===== src/rtl/smce_pkg.sv =====
// Package for the servo move command encoder.
// Holds the constants, register indexes, frame characters and control structs.
// No dependencies.
`timescale 1ns / 1ps
package smce_pkg;

    localparam int MAX_ID           = 254;
    localparam int PULSE_LIMIT_LOW  = 500;
    localparam int PULSE_LIMIT_HIGH = 2500;
    localparam int TIME_LIMIT_MS    = 9999;
    localparam int SERVO_SLOTS      = 256;
    localparam int SLOT_W           = $clog2(SERVO_SLOTS);

    localparam int IN_DATA_W = 72;
    localparam int CFG_IDX_W = 3;
    localparam int CFG_DAT_W = 13;
    localparam int DIV_W     = 32;
    localparam int DVS_W     = 17;

    localparam logic [CFG_IDX_W-1:0] REG_ANGLE_MIN    = 3'd0;
    localparam logic [CFG_IDX_W-1:0] REG_ANGLE_CENTER = 3'd1;
    localparam logic [CFG_IDX_W-1:0] REG_ANGLE_MAX    = 3'd2;
    localparam logic [CFG_IDX_W-1:0] REG_PULSE_MIN    = 3'd3;
    localparam logic [CFG_IDX_W-1:0] REG_PULSE_CENTER = 3'd4;
    localparam logic [CFG_IDX_W-1:0] REG_PULSE_MAX    = 3'd5;
    localparam logic [CFG_IDX_W-1:0] REG_MIRROR       = 3'd6;

    localparam logic [7:0] CH_HASH  = 8'h23;
    localparam logic [7:0] CH_P     = 8'h50;
    localparam logic [7:0] CH_T     = 8'h54;
    localparam logic [7:0] CH_BANG  = 8'h21;
    localparam logic [7:0] CH_ZERO  = 8'h30;
    localparam logic [3:0] LAST_BYTE = 4'd14;
    localparam logic [3:0] LAST_DIGIT_STEP = 4'd3;

    typedef struct packed {
        logic       load_in;
        logic       step_load;
        logic       step_mul1;
        logic       step_mul2;
        logic       div_start;
        logic       step_fin;
        logic       conv_step;
        logic       out_load;
        logic       out_fault;
        logic [3:0] byte_idx;
    } ctrl_cmd_t;

    typedef struct packed {
        logic bad_id;
        logic div_busy;
        logic out_free;
    } ctrl_sts_t;

endpackage


===== src/rtl/smce_ctrl.sv =====
// Controller state machine: sequences load, multiply, divide, digit and emit steps.
// Depends on smce_pkg.
`timescale 1ns / 1ps
module smce_ctrl (
    input  logic                 clk,
    input  logic                 rst_n,
    input  logic                 s_tvalid,
    output logic                 s_tready,
    output smce_pkg::ctrl_cmd_t  cmd,
    input  smce_pkg::ctrl_sts_t  sts
);
    import smce_pkg::*;

    localparam logic [3:0] ST_IDLE  = 4'd0;
    localparam logic [3:0] ST_LOAD  = 4'd1;
    localparam logic [3:0] ST_MUL1  = 4'd2;
    localparam logic [3:0] ST_MUL2  = 4'd3;
    localparam logic [3:0] ST_DIVST = 4'd4;
    localparam logic [3:0] ST_DIVW  = 4'd5;
    localparam logic [3:0] ST_FIN   = 4'd6;
    localparam logic [3:0] ST_CONV  = 4'd7;
    localparam logic [3:0] ST_EMIT  = 4'd8;
    localparam logic [3:0] ST_FAULT = 4'd9;

    logic [3:0] state_reg, state_next;
    logic [3:0] cnt_reg, cnt_next;
    logic       accept;

    assign s_tready = state_reg == ST_IDLE;
    assign accept   = s_tvalid && s_tready;

    always_comb
    begin
        state_next    = state_reg;
        cnt_next      = cnt_reg;
        cmd           = '0;
        cmd.byte_idx  = cnt_reg;
        unique case (state_reg)
            ST_IDLE:
            begin
                if (accept)
                begin
                    cmd.load_in = 1'b1;
                    state_next  = ST_LOAD;
                end
            end
            ST_LOAD:
            begin
                cmd.step_load = 1'b1;
                state_next    = sts.bad_id ? ST_FAULT : ST_MUL1;
            end
            ST_MUL1:
            begin
                cmd.step_mul1 = 1'b1;
                state_next    = ST_MUL2;
            end
            ST_MUL2:
            begin
                cmd.step_mul2 = 1'b1;
                state_next    = ST_DIVST;
            end
            ST_DIVST:
            begin
                cmd.div_start = 1'b1;
                state_next    = ST_DIVW;
            end
            ST_DIVW:
            begin
                if (!sts.div_busy)
                begin
                    state_next = ST_FIN;
                end
            end
            ST_FIN:
            begin
                cmd.step_fin = 1'b1;
                cnt_next     = '0;
                state_next   = ST_CONV;
            end
            ST_CONV:
            begin
                cmd.conv_step = 1'b1;
                if (cnt_reg == LAST_DIGIT_STEP)
                begin
                    cnt_next   = '0;
                    state_next = ST_EMIT;
                end
                else
                begin
                    cnt_next = cnt_reg + 1'b1;
                end
            end
            ST_EMIT:
            begin
                if (sts.out_free)
                begin
                    cmd.out_load = 1'b1;
                    if (cnt_reg == LAST_BYTE)
                    begin
                        state_next = ST_IDLE;
                    end
                    else
                    begin
                        cnt_next = cnt_reg + 1'b1;
                    end
                end
            end
            ST_FAULT:
            begin
                if (sts.out_free)
                begin
                    cmd.out_load  = 1'b1;
                    cmd.out_fault = 1'b1;
                    state_next    = ST_IDLE;
                end
            end
            default:
            begin
                state_next = ST_IDLE;
            end
        endcase
    end

    always_ff @(posedge clk or negedge rst_n)
    begin
        if (!rst_n)
        begin
            state_reg <= ST_IDLE;
            cnt_reg   <= '0;
        end
        else
        begin
            state_reg <= state_next;
            cnt_reg   <= cnt_next;
        end
    end

    a_accept_load: assert property (@(posedge clk) disable iff (!rst_n)
        accept |=> state_reg == ST_LOAD)
        else $error("accepted request did not enter load");

    a_load_free: assert property (@(posedge clk) disable iff (!rst_n)
        cmd.out_load |-> sts.out_free)
        else $error("output loaded while occupied");

    a_emit_range: assert property (@(posedge clk) disable iff (!rst_n)
        state_reg == ST_EMIT |-> cnt_reg <= LAST_BYTE)
        else $error("byte index out of frame");

    a_div_done: assert property (@(posedge clk) disable iff (!rst_n)
        state_reg == ST_FIN |-> !sts.div_busy)
        else $error("result taken while divider busy");

endmodule


===== config.mk =====
export PLATFORM = sky130hd
export DESIGN_NAME = smce_ctrl
export DESIGN_NICKNAME = d
export VERILOG_FILES = /design/src/rtl/smce_pkg.sv /design/src/rtl/smce_ctrl.sv
export SDC_FILE = /design/constraint.sdc
export NUM_CORES = 1
export LEC_CHECK = 0
export ABC_AREA = 1
export BUFFER_PORTS_ARGS = -buffer_cell sky130_fd_sc_hd__buf_2
export CAP_MARGIN = 10
export CORE_ASPECT_RATIO = 0.7
export CORE_MARGIN = 3
export CORE_UTILIZATION = 25
export DETAILED_ROUTE_END_ITERATION = 10
export GPL_ROUTABILITY_DRIVEN = 0
export PLACE_DENSITY = 0.54
export SETUP_SLACK_MARGIN = 0.2
export SLEW_MARGIN = 20
export SYNTH_ARGS = -nofsm -noshare
export SYNTH_HDL_FRONTEND = slang
export SYNTH_SLANG_ARGS = --single-unit
export TNS_END_PERCENT = 100

===== constraint.sdc =====
create_clock -name clk -period 1.3 [get_ports clk]
set_input_delay 0.26 -clock clk [delete_from_list [all_inputs] [get_ports clk]]
set_output_delay 0.26 -clock clk [all_outputs]
set_load 0.02 [all_outputs]

==> results of run 1 <==
-- Yosys cell counts --
cell type,number,area (sq um)
nor2_1,7,26.3
nand2_2,3,18.8
nand4_1,1,6.26
nand3_1,13,65.1
inv_1,17,63.8
xor2_1,1,8.76
nor2_4,3,33.8
inv_2,2,7.51
o21ai_1,2,10.0
nor3_1,3,15.0
o21ai_0,3,15.0
dfrtp_1,8,200
ha_1,2,25.0
xnor2_1,1,8.76
nand3_4,1,17.5
nand2_4,3,33.8
nand2_1,27,101
nor2_2,2,12.5
a21oi_1,3,15.0
-- cell families after synthesis --
kind of cell,Yosys count
adder cells (fa/ha/maj),2
flip-flops,8
buffers and inverters,19
XOR/XNOR,2
AND/OR/NAND/NOR,63
AO/OA/AOI/OAI,8
-- path summary, 6_finish.rpt --
path | startpoint | to | slack (ns) | depth (start not counted)
worst max-delay path | state_reg[1]$_DFFE_PN0P_ | cmd[12] | -0.19 | 4
worst min-delay path | rst_n | cnt_reg[2]$_DFFE_PN0P_ | 0.40 | 2
worst max register to register | state_reg[1]$_DFFE_PN0P_ | cnt_reg[0]$_DFFE_PN0P_ | -0.16 | 9
worst min register to register | state_reg[2]$_DFFE_PN0P_ | state_reg[2]$_DFFE_PN0P_ | 0.60 | 2
max in group asynchronous | rst_n | state_reg[0]$_DFFE_PN0P_ | 0.71 | 2
min in group clk | sts[2] | state_reg[0]$_DFFE_PN0P_ | 0.46 | 5
-- metal layers --
layer	up-vias	GRT usage	part of all wire
met1	356	0.191	0.46
met5	-	0	0
met3	2	0.0478	0.066
li1	404	-	-
met2	23	0.190	0.45
met4	0	0.0363	0.016
-- repair_timing --
item / CTS / global route
buffers inserted: 9 / 1
pin swaps: 5 / 4
gates resized for setup: 27 / 18
hold endpoints to repair: 8 / 0
endpoints found under the setup margin: 22 / 22
hold buffers: 1 / 0
cloned: 0 / 0
-- power by group --
| part | switching (mW) | internal (mW) |
|---|---|---|
| combinational | 0.904 | 0.720 |
| sequential | 0.138 | 0.330 |
| clock | 0.0922 | 0.212 |
| total | 1.13 | 1.26 |
-- final cells by class --
type / count / area [sq um]
Tap cell: 34 / 42.5
Timing Repair Buffer: 39 / 338
Inverter: 19 / 78.8
Sequential cell: 8 / 209
Clock buffer: 4 / 45.0
Multi-Input combinational cell: 75 / 561
Fill cell: 249 / 1260
-- critical path, cell delays in order, from the launching register on --
cell	delay, ns
dfrtp_2	0.47
nor2_4	0.14
inv_2	0.09
nor3_4	0.17
buf_6	0.14
==> qor.txt, run 1 <==
Clk root buf: clkbuf_8
Skew final: 0.00794 ns
Final setup margin: -0.193 ns
F_max: 670 MHz
Post-Synth Simple-Gate Area: 0.483
IO Port Bufs: 19
Iter 0 DRT Violations: 30
Critical Path AT: 1.23 ns
Clk_lat worst skew: 0.23 ns
CTS tree: done
Worst Max-Slew Pin Slew: 0.209 ns
Worst-path clk slew: 0.04 ns
Most common cell after layout, fill and taps aside: nand2_1
Max-cap violations: 0
Placement Rows: 15
Compound-Gate Fraction of Synth Area: 0.0585
Final instance area: 0.00127 sq mm
CP Max Fanout: 6
Dpl cell area: 996 sq um
Clock tree sinks: 8
Post-Syn Instances: 102
Layout cells sized above 1: 0.634
Die Wd: 68.5 um
Adder-cell share of the synthesized area: 0.0366
Worst setup EP type: output port
H-tree levels: 1
Final min period: 1.49 ns
Seq/Total Area, Yosys: 0.293
Post-DP HPWL: 1.47 mm
Accumulated negative setup slack: -2.30 ns
Total Power: 2.40 mW
Vias per inst: 4.39
Area Growth Syn to Fin: 86.1%
Nets: 154
Antenna violations before repair: 0
First-pass GRT wire length: 3.46 mm
Core footprint: 0.00253 sq mm
XOR/XNOR Fraction of Synth Area: 0.0256
Pre-CTS setup slack: -0.0879 ns
Endpoints failing hold: 0
I/O pin count: 20
Worst Path Required: 1.04 ns
Failing checks: negative setup slack
Overflow after GRT: 0
Synthesized area: 684 sq um
Number of global-route vias before repair: 781
Power density over the cells: 1880 mW/mm^2
Synth cell types: 19
Unrepaired setup endpoints after global routing: true
CTS Buffer Depth: 2
Minimum hold slack: 0.400 ns
Synthesized area per cell: 6.71 sq um
Non-Filler Instances: 179
Final period util: 1.15
Aggregate global-route resource usage: 0.135
Proportion of synthesized area in mux cells: 0
Post-Route Utilization: 0.503
VDD IR max: 0.636 mV
Post-route ant nets: 0
Count of pins over their slew limit: 0
Combinational family with the most area after synthesis: simple AND/OR/NAND/NOR gates
Synth Register Bits: 8
Total number of vias: 785
Residual DRC count: 0
Most frequent cells in the layout: nand2_1, buf_6, buf_4, nand3_1
YS warnings: 0
Crit path kind: register to output port
Ant. Diodes: 0
Pre-antenna DRT Iters: 4
Die area: 0.00341 sq mm
Largest net degree at the start of global routing: 9
Hold Path Class: input pin to async pin
Final wirelength: 2.18 mm
Leakage: 0.648 nW
DR WL/cell: 12.2 um
Max_slew headroom: 0.860
Num CTS Buffers: 3
CP Launch Type: register
Die Y: 49.8 um
Initial Util: 0.270
Dpl cells: 164
Syn Nets: 110
Outcome: finished with violations
Final setup viols: 18
(Power assumes the default switching activity.)
==> run 2: changes to the inputs <==
- CTS_BUF_LIST: unset -> sky130_fd_sc_hd__clkbuf_16
==> run 2 against run 1 <==
Combinational power is essentially flat. First-iteration DRC count shrank 33%. Wire length grew 0.82%. Core utilization grew 1.2 points. Critical path depth is the same. Count of clock-buffer cells in the layout shrank 1. Non-clock buffer count grew 1. Largest cell class unchanged. Register-to-register slack is essentially flat. The flow still finishes with violations (negative setup slack). Global-route usage grew 0.84 points. Via count grew 1.5%. Clock power grew 75%. Final area grew 2.4%.
==> qor.txt, run 2 (same netlist as run 1, synthesis figures left out) <==
Placement Rows: 15
Vias per inst: 4.43
IO Port Bufs: 19
Most frequent cells in the layout: nand2_1, buf_6, buf_4, nand3_1
CP bufs+invs: 2
Cell Chain, Critical Path: nor2_4, inv_2, nor3_4, buf_6
CTS tree: done
Max-cap violations: 0
Hold Path Class: input pin to async pin
DR WL/cell: 12.2 um
Nets: 155
Worst Max-Slew Pin Slew: 0.203 ns
Total number of vias: 797
Die Wd: 68.5 um
Unrepaired setup endpoints after global routing: true
Aggregate global-route resource usage: 0.143
Critical Path AT: 1.25 ns
Die Y: 49.8 um
VDD IR max: 0.744 mV
Post-DP HPWL: 1.47 mm
Pre-CTS setup slack: -0.0879 ns
CP max-delay cell: dfrtp_2
Final wirelength: 2.20 mm
Metal3 WL: 156 um
Power density over the cells: 2010 mW/mm^2
Leakage: 0.657 nW
Max incr delay on CP: 0.47 ns
Failing checks: negative setup slack
H-tree levels: 1
Post-route ant nets: 0
Area Growth Syn to Fin: 90.5%
I/O pin count: 20
Outcome: finished with violations
Non-Filler Instances: 180
Final setup margin: -0.206 ns
Clock tree sinks: 8
Final period util: 1.16
Iter 0 DRT Violations: 20
Endpoints failing hold: 0
Reg2reg setup slack: -0.17 ns
First-pass GRT wire length: 3.59 mm
Worst-path clk slew: 0.04 ns
Crit path kind: register to output port
Number of global-route vias before repair: 783
Final min period: 1.51 ns
Max_slew headroom: 0.865
Antenna violations before repair: 0
Largest net degree at the start of global routing: 9
Num CTS Buffers: 3
CP Max Fanout: 6
Die area: 0.00341 sq mm
Clk_lat worst skew: 0.24 ns
Pre-antenna DRT Iters: 4
CTS Buffer Depth: 2
Skew final: 0.00963 ns
Most common cell after layout, fill and taps aside: nand2_1
Met1 WL: 1.07 mm
Core footprint: 0.00253 sq mm
Initial Util: 0.270
Layout cells sized above 1: 0.623
Overflow after GRT: 0
CP Launch Type: register
Count of pins over their slew limit: 0
Uppermost layer routed: met4
Worst Path Required: 1.04 ns
Residual DRC count: 0
Ant. Diodes: 0
CP delay by family, top: flip-flops
Clk root buf: clkbuf_16
Met2 Wirelength: 952 um
Dpl cells: 164
F_max: 664 MHz
Worst setup EP type: output port
Final setup viols: 18
-- run 2: cell types whose count changed in the layout (fill, tap and decap cells not counted), sizes merged --
cell,previous run,this run
clkbuf,4,3
inv,19,20
buf,38,39
-- run 2: path summary, 6_finish.rpt --
path | cells after the start | end | start
worst max-delay path | 4 | cmd[12] | state_reg[1]$_DFFE_PN0P_
min in group clk | 5 | state_reg[0]$_DFFE_PN0P_ | sts[2]
worst min-delay path | 2 | cnt_reg[2]$_DFFE_PN0P_ | rst_n
max in group asynchronous | 2 | state_reg[0]$_DFFE_PN0P_ | rst_n
worst min register to register | 2 | state_reg[2]$_DFFE_PN0P_ | state_reg[2]$_DFFE_PN0P_
worst max register to register | 10 | state_reg[1]$_DFFE_PN0P_ | state_reg[3]$_DFFE_PN0P_
-- run 2: area by class of cell --
cell class | count | area [sq um]
well taps | 34 | 42.5
flip-flops and latches | 8 | 209
repair buffers | 40 | 355
multi-input cells | 75 | 542
clock inverters | 1 | 3.75
fillers | 238 | 1230
clock buffers | 3 | 75.1
inverters | 19 | 76.3
-- run 2: layer usage --
layer  GRT usage  vias to the layer above
met2       0.198                       26
met3      0.0524                        4
met4      0.0561                        0
met5           0                        -
met1       0.198                      359
li1            -                      408
-- run 2: power breakdown --
group          total [mW]  internal, mW  switching, mW  leakage [nW]
sequential          0.470         0.330          0.140        0.0968
clock               0.533         0.402          0.132        0.0423
combinational        1.62         0.732          0.884         0.518
-- run 2: worst reg2reg max path, delay by kind of cell, from the launching register on --
| kind | cells | cell delay [ns] |
|---|---|---|
| DFF | 1 | 0.44 |
| buffers and inverters | 3 | 0.37 |
| and+or+nand+nor | 7 | 0.55 |
-- run 2: what timing repair did --
item | CTS | global route
resized for setup | 30 | 13
buffers inserted | 9 | 2
setup endpoints to repair | 22 | 22
pin swaps | 5 | 4
hold endpoints to repair | 8 | 0
hold buffers | 1 | 0
-- run 2: metrics by stage --
step                cell area (sq um)  setup TNS [ns]  utilization  total power [mW]  hold slack [ns]
global route                     1300           -3.54        0.515              2.80            0.425
global placement                  996          -0.218        0.393              1.70            0.112
floorplan                         778         -0.0718            -              1.34          -0.0356
finish                           1300           -2.31        0.515              2.62            0.392
detailed placement                996          -0.475        0.393              1.71            0.108
CTS                              1240           -2.34        0.489              2.49            0.394
==> run 3: changes to the inputs <==
- CORE_ASPECT_RATIO: 0.7 -> 0.8
- PLACE_DENSITY: 0.54 -> 0.53
- clock period: 1.3 -> 1.8 ns (I/O delays scaled with it)
==> run 3 against run 2 <==
The run now ends clean. Sequential cell count unchanged. Combinational power fell by 47%. Via count decreased by 9.2%. Hold slack improved by 0.12 ns. Count of clock-buffer cells in the layout unchanged. Wire length decreased by 23%. Sequential power fell by 30%. Global-route usage shrank 3.1 points. Worst setup slack gained 0.41 ns. Core utilization decreased by 9.3 points. Die area fell by 0.17%. Final cell count down 5.6%. Critical path type unchanged.
==> qor.txt, run 3 (same netlist as run 1, synthesis figures left out) <==
Final setup viols: 0
H-tree levels: 1
Final period util: 0.887
Aggregate global-route resource usage: 0.112
F_max: 626 MHz
CP max-delay cell: dfrtp_2
Nets: 144
Total number of vias: 724
Most common cell after layout, fill and taps aside: nand2_1
Skew final: 0.000741 ns
Core footprint: 0.00252 sq mm
Worst Max-Slew Pin Slew: 0.202 ns
CP Launch Type: register
Cell Chain, Critical Path: nor2_4, inv_1, nor2_1, buf_4
Critical Path AT: 1.24 ns
Clock tree sinks: 8
Unrepaired setup endpoints after global routing: true
Residual DRC count: 0
Initial Util: 0.271
Count of pins over their slew limit: 0
Post-DP HPWL: 1.34 mm
Die Y: 52.8 um
Crit path kind: register to output port
Worst setup EP type: output port
Final wirelength: 1.70 mm
Max_slew headroom: 0.866
CP bufs+invs: 2
Pre-antenna DRT Iters: 4
Die Wd: 64.5 um
Overflow after GRT: 0
Num CTS Buffers: 3
Power density over the cells: 1470 mW/mm^2
Leakage: 0.580 nW
CTS Buffer Depth: 2
Area Growth Syn to Fin: 55.2%
Antenna violations before repair: 0
Clk_lat worst skew: 0.23 ns
Vias per inst: 4.26
CP Max Fanout: 6
CP delay by family, top: flip-flops
Endpoints failing hold: 0
Layout cells sized above 1: 0.440
Most frequent cells in the layout: nand2_1, buf_4, inv_1, nand3_1, buf_2
Clk root buf: clkbuf_16
Post-route ant nets: 0
Non-Filler Instances: 170
CTS tree: done
Placement Rows: 16
Final min period: 1.60 ns
Iter 0 DRT Violations: 36
Accumulated negative setup slack: 0 ns
Ant. Diodes: 0
Max incr delay on CP: 0.45 ns
DR WL/cell: 9.97 um
Hold Path Class: input pin to async pin
Max-cap violations: 0
Die area: 0.00341 sq mm
Outcome: completed
VDD IR max: 0.650 mV
Worst Path Required: 1.44 ns
Worst-path clk slew: 0.04 ns
Dpl cells: 157
Number of global-route vias before repair: 684
Largest net degree at the start of global routing: 9
First-pass GRT wire length: 2.93 mm
I/O pin count: 20
IO Port Bufs: 19
[run 3: cell count changes in the layout (fill, tap and decap cells not counted), sizes merged]
cell  delta
inv      -1
buf     -11
[run 3: final timing paths]
kind,from,endpoint,slack (ns),depth (start not counted)
worst max-delay path,state_reg[3]$_DFFE_PN0P_,cmd[11],0.20,4
worst min-delay path,rst_n,state_reg[2]$_DFFE_PN0P_,0.51,2
worst max register to register,state_reg[3]$_DFFE_PN0P_,state_reg[0]$_DFFE_PN0P_,0.27,10
worst min register to register,cnt_reg[1]$_DFFE_PN0P_,cnt_reg[1]$_DFFE_PN0P_,0.58,2
max in group asynchronous,rst_n,state_reg[1]$_DFFE_PN0P_,1.10,2
min in group clk,sts[2],state_reg[0]$_DFFE_PN0P_,0.56,5
[run 3: metrics by stage]
step / hold WS (ns) / utilization / setup slack (ns) / power, mW / instance area, sq um
6_report: 0.510 / 0.421 / 0.203 / 1.56 / 1060
5_1_grt: 0.522 / 0.421 / 0.150 / 1.69 / 1060
4_1_cts: 0.514 / 0.385 / 0.155 / 1.45 / 972
3_5_place_dp: 0.221 / 0.329 / 0.237 / 0.973 / 830
3_3_place_gp: 0.220 / 0.329 / 0.265 / 0.963 / 830
2_1_floorplan: 0.0644 / - / 0.250 / 0.799 / 689
[run 3: where the power goes]
group	switching, mW	internal (mW)	total (mW)
combinational	0.501	0.364	0.866
sequential	0.0918	0.236	0.327
clock	0.0846	0.286	0.371
total	0.678	0.886	1.56
[run 3: worst reg2reg max path, delay by kind of cell, from the launching register on]
family | cells | cell delay (ns)
buffers and inverters | 3 | 0.37
DFF | 1 | 0.45
and+or+nand+nor | 7 | 0.60
[run 3: final cells by class]
| cell class | instances | area [sq um] |
|---|---|---|
| Tap cell | 36 | 45.0 |
| Clock buffer | 3 | 75.1 |
| Fill cell | 267 | 1460 |
| Sequential cell | 8 | 205 |
| Inverter | 19 | 71.3 |
| Timing Repair Buffer | 29 | 208 |
| Multi-Input combinational cell | 75 | 458 |
[run 3: repair_timing]
item / CTS / global route
cloned: 0 / 0
resized for setup: 10 / 16
endpoints found under the hold margin: 8 / 0
hold buffers: 1 / 0
pin swaps: 4 / 5
setup buffers: 4 / 5
endpoints found under the setup margin: 10 / 10
[run 3: per-layer routing]
metal  wire length, um  share of wire  vias up  GRT usage
li1                  -              -      383          -
met1               796           0.47      333      0.129
met2               834           0.49        8      0.200
met3                65          0.038        0     0.0408
met4                 0              0        0     0.0211
met5                 0              0        -          0
